## src/rtl/chm_pkg.sv

```systemverilog
// ---------------------------------------------------------------------------
// chm_pkg: shared types and constants of the chained hash map
// Sizes, link encoding, opcodes, status codes and the request beat type.
// ---------------------------------------------------------------------------
package chm_pkg;

    // Table sizes; BUCKETS must be a power of two (bucket is the low key bits)
    localparam int BUCKETS  = 64;
    localparam int ENTRIES  = 256;
    localparam int KEY_BITS = 32;
    localparam int VAL_BITS = 32;

    localparam int BKT_W  = $clog2(BUCKETS);
    localparam int ADDR_W = $clog2(ENTRIES);
    localparam int LINK_W = $clog2(ENTRIES + 1);
    localparam int CNT_W  = $clog2(ENTRIES + 1);

    // The null link is the value ENTRIES
    localparam logic [LINK_W-1:0] NULL_LINK = LINK_W'(ENTRIES);

    localparam int QDEPTH = 2;
    localparam int QPTR_W = $clog2(QDEPTH);
    localparam int QCNT_W = $clog2(QDEPTH + 1);

    typedef enum logic [1:0] {
        OP_INSERT = 2'd0,
        OP_REMOVE = 2'd1,
        OP_LOOKUP = 2'd2,
        OP_CLEAR  = 2'd3
    } op_t;

    typedef enum logic [1:0] {
        ST_OK        = 2'd0,
        ST_NOT_FOUND = 2'd1,
        ST_FULL      = 2'd2
    } status_t;

    // Classified request beat passed from front to back
    typedef struct packed {
        op_t                 op;
        logic [KEY_BITS-1:0] key;
        logic [VAL_BITS-1:0] value;
        logic [BKT_W-1:0]    bkt;
    } req_t;

endpackage

```

## src/rtl/chm_front.sv

```systemverilog
// ---------------------------------------------------------------------------
// chm_front: request intake and queue
// Takes command beats, works out the bucket and holds them in a short FIFO.
// ---------------------------------------------------------------------------
module chm_front (
    input  logic                          clk,
    input  logic                          rst_n,
    input  logic                          start,
    output logic                          busy,
    input  logic [1:0]                    opcode,
    input  logic [31:0]                   key,
    input  logic [31:0]                   value,
    output logic                          q_valid,
    output chm_pkg::req_t                 q_req,
    input  logic                          q_pop
);
    import chm_pkg::*;

    req_t               fifo_reg [QDEPTH];
    logic [QPTR_W-1:0]  wr_ptr_reg, wr_ptr_next;
    logic [QPTR_W-1:0]  rd_ptr_reg, rd_ptr_next;
    logic [QCNT_W-1:0]  cnt_reg, cnt_next;
    logic               push;
    logic               pop;
    req_t               new_req;

    // Classify the incoming beat
    always_comb
    begin
        new_req.op    = op_t'(opcode);
        new_req.key   = KEY_BITS'(key);
        new_req.value = VAL_BITS'(value);
        new_req.bkt   = key[BKT_W-1:0];
    end

    assign busy    = (cnt_reg == QCNT_W'(QDEPTH));
    assign push    = start && !busy;
    assign q_valid = (cnt_reg != '0);
    assign pop     = q_pop && q_valid;
    assign q_req   = fifo_reg[rd_ptr_reg];

    // Pointer and fill arithmetic
    always_comb
    begin
        wr_ptr_next = push ? QPTR_W'(wr_ptr_reg + 1'b1) : wr_ptr_reg;
        rd_ptr_next = pop  ? QPTR_W'(rd_ptr_reg + 1'b1) : rd_ptr_reg;
        cnt_next    = cnt_reg;
        if (push && !pop)
        begin
            cnt_next = QCNT_W'(cnt_reg + 1'b1);
        end
        else if (pop && !push)
        begin
            cnt_next = QCNT_W'(cnt_reg - 1'b1);
        end
    end

    always_ff @(posedge clk or negedge rst_n)
    begin
        if (!rst_n)
        begin
            wr_ptr_reg <= '0;
            rd_ptr_reg <= '0;
            cnt_reg    <= '0;
        end
        else
        begin
            wr_ptr_reg <= wr_ptr_next;
            rd_ptr_reg <= rd_ptr_next;
            cnt_reg    <= cnt_next;
        end
    end

    // Queue storage, no reset
    always_ff @(posedge clk)
    begin
        if (push)
        begin
            fifo_reg[wr_ptr_reg] <= new_req;
        end
    end

endmodule

```

## config.mk

```make
export PLATFORM = sky130hd
export DESIGN_NAME = chm_front
export DESIGN_NICKNAME = d
export VERILOG_FILES = /design/src/rtl/chm_pkg.sv /design/src/rtl/chm_front.sv
export SDC_FILE = /design/constraint.sdc
export NUM_CORES = 1
export LEC_CHECK = 0
export ABC_AREA = 1
export BUFFER_PORTS_ARGS = -buffer_cell sky130_fd_sc_hd__buf_2
export CAP_MARGIN = 20
export CORE_ASPECT_RATIO = 0.75
export CORE_MARGIN = 1
export CORE_UTILIZATION = 51
export CTS_CLUSTER_DIAMETER = 30
export DETAILED_ROUTE_END_ITERATION = 8
export GPL_TIMING_DRIVEN = 0
export MAX_ROUTING_LAYER = met4
export PLACE_DENSITY_LB_ADDON = 0.08
export SLEW_MARGIN = 20
export SYNTH_ARGS = -nofsm -noshare
export SYNTH_HDL_FRONTEND = slang
export SYNTH_SLANG_ARGS = --single-unit
export TNS_END_PERCENT = 1
```

## constraint.sdc

```tcl
create_clock -name clk -period 5.5 [get_ports clk]
set_input_delay 0.55 -clock clk [delete_from_list [all_inputs] [get_ports clk]]
set_output_delay 0.55 -clock clk [all_outputs]
set_load 0.005 [all_outputs]
```

==> flow_summary_export.csv <==
group,metric,value,unit
job,cap_violations,0,
timing,relSlewSlack,73.2,%
yosys,synth-seq-cells,136,
setup_path,r2r-end,"fifo_reg[0][30]$_DFFE_PP_",
detailed_routing,drt_iter0_drc,153,
worst_hold_path,min-delay-start,"key[14]",
setup_path,ff2ff_setup_slack,3.73,ns
setup_path,start_kind,"flop",
clock_tree,htreeDepth,4,
die,rows,31,
worst_hold_path,hold_path_end,"fifo_reg[1][52]$_DFFE_PP_",
yosys,syn-mean-instance-area,13.3,µm²
detailed_routing,wl_per_cell,13.7,µm
clock_tree,clk_pin_slew_worst_paths,0.06,ns
detailed_routing,routed_wl,9540,µm
power,p_total,0.00358,W
status,outcome,"complete, no violations",
place,portBuffers,143,
timing,slew_viol_final,0,
grt,grt_pass1_vias,2978,
power,p_per_area,542,nW/µm²
yosys,yosys_warnings,0,
setup_path,r2r-start,"cnt_reg[1]$_DFFE_PN0P_",
yosys,syn_inst,383,
grt,grt_pass1_wl,14200,µm
die,die-area,10400,µm²
setup_path,path_max_fanout,10,
die,io_pins,144,
timing,fmax,0.458,GHz
yosys,synth.distinct_cells,14,
setup_path,cp.required,4.95,ns
power,ir_drop,305,µV
cells_and_area,layout-drive-gt1-share,35.0,%
yosys,synth_area,5090,µm²
timing,layout_min_cycle_time,2.18,ns
timing,worstMarginPinSlew,0.398,ns
cells_and_area,largest_register_ff_count,132,
setup_path,path_class,"flop to output port",
setup_path,worstSetupEndpointType,"output port",
place,place_hpwl,6090,µm
timing,min_period_over_period,39.7,%
detailed_routing,drcViolationCount,0,
grt,grt_use_total,19.6,%
yosys,synth_nets,454,
worst_hold_path,min_path_cells,1,
clock_tree,cts_made_buffers,17,
clock_tree,cts_repair_resize_count,0,
clock_tree,cts_setup_buffers,0,
timing,rsz0062_at_grt,"false",
die,core,9660,µm²
die,die_y,88.5,µm
yosys,ys_seq_area_share,79.9,%
timing,hold_viol,0,
grt,overflow,0,
cells_and_area,fin_cells,695,
grt,antenna_found_initial,0,
clock_tree,tritoncts,"yes",
setup_path,rr_worst_depth,6,
grt,grt_max_degree,42,
detailed_routing,ant_nets,0,
setup_path,arrival,1.63,ns
detailed_routing,drtPass1Iterations,4,
detailed_routing,via_per_inst,4.65,
place,gp_congestion,0.773,
clock_tree,insertion_delay,0.41,ns
power,p_leak,2.93,nW
detailed_routing,vias,3233,
cells_and_area,fin_nets,621,
cells_and_area,area_growth,29.9,%
worst_hold_path,hold_path.class,"primary input to flop",
place,placed_cells,662,
clock_tree,root_buffer,"clkbuf_16",
timing,fin_skew,0.00987,ns
die,fp.dieW,117,µm
die,initial_core_util,52.7,%
cells_and_area,antenna_cells,0,
timing,setup_violations,0,
clock_tree,cts-hold-fix-buffers,1,
clock_tree,clockBufferDepth,2,
clock_tree,clock_sinks,136,
[Yosys cell counts (all sizes together)]
| library cell | number | share of area (%) |
|---|---|---|
| dfrtp | 4 | 2.0 |
| nor2 | 3 | 0.22 |
| nand3 | 2 | 0.20 |
| nand2 | 209 | 15 |
| buf | 21 | 3.1 |
| inv | 8 | 0.59 |
| ha | 1 | 0.25 |
| xnor2 | 1 | 0.17 |
| nand4 | 1 | 0.12 |
| o21ai | 1 | 0.098 |
| edfxtp | 132 | 78 |
[cells in the final DEF, fill, tap and decap left out, types with 2 or more instances in the layout]
master | Yosys | routed
buf_12 | 0 | 2
buf_16 | 0 | 2
buf_2 | 8 | 151
buf_4 | 8 | 8
buf_6 | 5 | 5
clkbuf_1 | 0 | 4
clkbuf_16 | 0 | 17
clkinv_1 | 0 | 2
clkinv_2 | 0 | 6
clkinvlp_4 | 0 | 2
dfrtp_1 | 4 | 4
edfxtp_1 | 132 | 132
inv_1 | 7 | 6
nand2_1 | 209 | 209
nand3_1 | 2 | 2
nor2_1 | 3 | 2
[area by class of cell]
| type | count | area (µm²) |
|---|---|---|
| inverters | 8 | 32.5 |
| well taps | 132 | 165 |
| plain buffers | 21 | 156 |
| flip-flops and latches | 136 | 4060 |
| clock inverters | 11 | 82.6 |
| clock buffers | 21 | 440 |
| fillers | 716 | 3050 |
| multi-input cells | 218 | 846 |
| repair buffers | 148 | 821 |
[kinds of logic (layout without fill, tap and decap cells)]
| group | count (synthesis) | in the layout | synth area share (%) |
|---|---|---|---|
| adders and majority gates | 1 | 1 | 0.246 |
| and+or+nand+nor | 215 | 215 | 16.0 |
| buffers and inverters | 29 | 209 | 3.66 |
| AOI/OAI and AO/OA | 1 | 1 | 0.0983 |
| xor gates and xnor gates | 1 | 1 | 0.172 |
| DFF | 136 | 136 | 79.9 |
[report_power, final]
group          internal (W)  switching [W]
logic              0.000461       0.000653
registers           0.00141      0.0000539
clock network      0.000612       0.000391
total               0.00249        0.00110
[critical path, stage by stage, from the launching register on]
cell	delay [ns]
dfrtp_1	0.36
buf_4	0.15
inv_2	0.07
buf_6	0.16
buf_6	0.15
nand2_1	0.06
nand2_1	0.08
buf_4	0.10
buf_2	0.10
[per-stage QoR]
stage | hold WS [ns] | setup WS [ns] | cell area, µm² | setup TNS (ns) | utilization, %
floorplan | 0.254 | 1.60 | 5090 | 0 | -
global placement | 0.362 | -0.152 | 5970 | -9.93 | 61.8
detailed placement | 0.363 | 3.58 | 6070 | 0 | 62.9
CTS | 0.310 | 3.28 | 6610 | 0 | 68.4
global route | 0.304 | 3.19 | 6610 | 0 | 68.4
finish | 0.322 | 3.32 | 6610 | 0 | 68.4
[worst max-delay path by stage]
stage                                start  cells after the start                        end
floorplan                            start                      2  fifo_reg[1][10]$_DFFE_PP_
global placement                     start                      3  fifo_reg[1][17]$_DFFE_PP_
detailed placement                   start                      6  fifo_reg[0][48]$_DFFE_PP_
CTS                 rd_ptr_reg$_DFFE_PN0P_                      8                  q_req[42]
global route        rd_ptr_reg$_DFFE_PN0P_                      8                  q_req[43]
finish              rd_ptr_reg$_DFFE_PN0P_                      8                  q_req[42]
[routing by layer]
| layer | share of wire (%) | GRT usage, % | vias up |
|---|---|---|---|
| li1 | - | - | 1619 |
| met4 | 1.1 | 9.56 | 0 |
| met1 | 45 | 23.6 | 1492 |
| met5 | 0 | - | - |
| met2 | 49 | 30.1 | 112 |
| met3 | 5.7 | 6.31 | 10 |
Power figures use the tool's default switching activity.
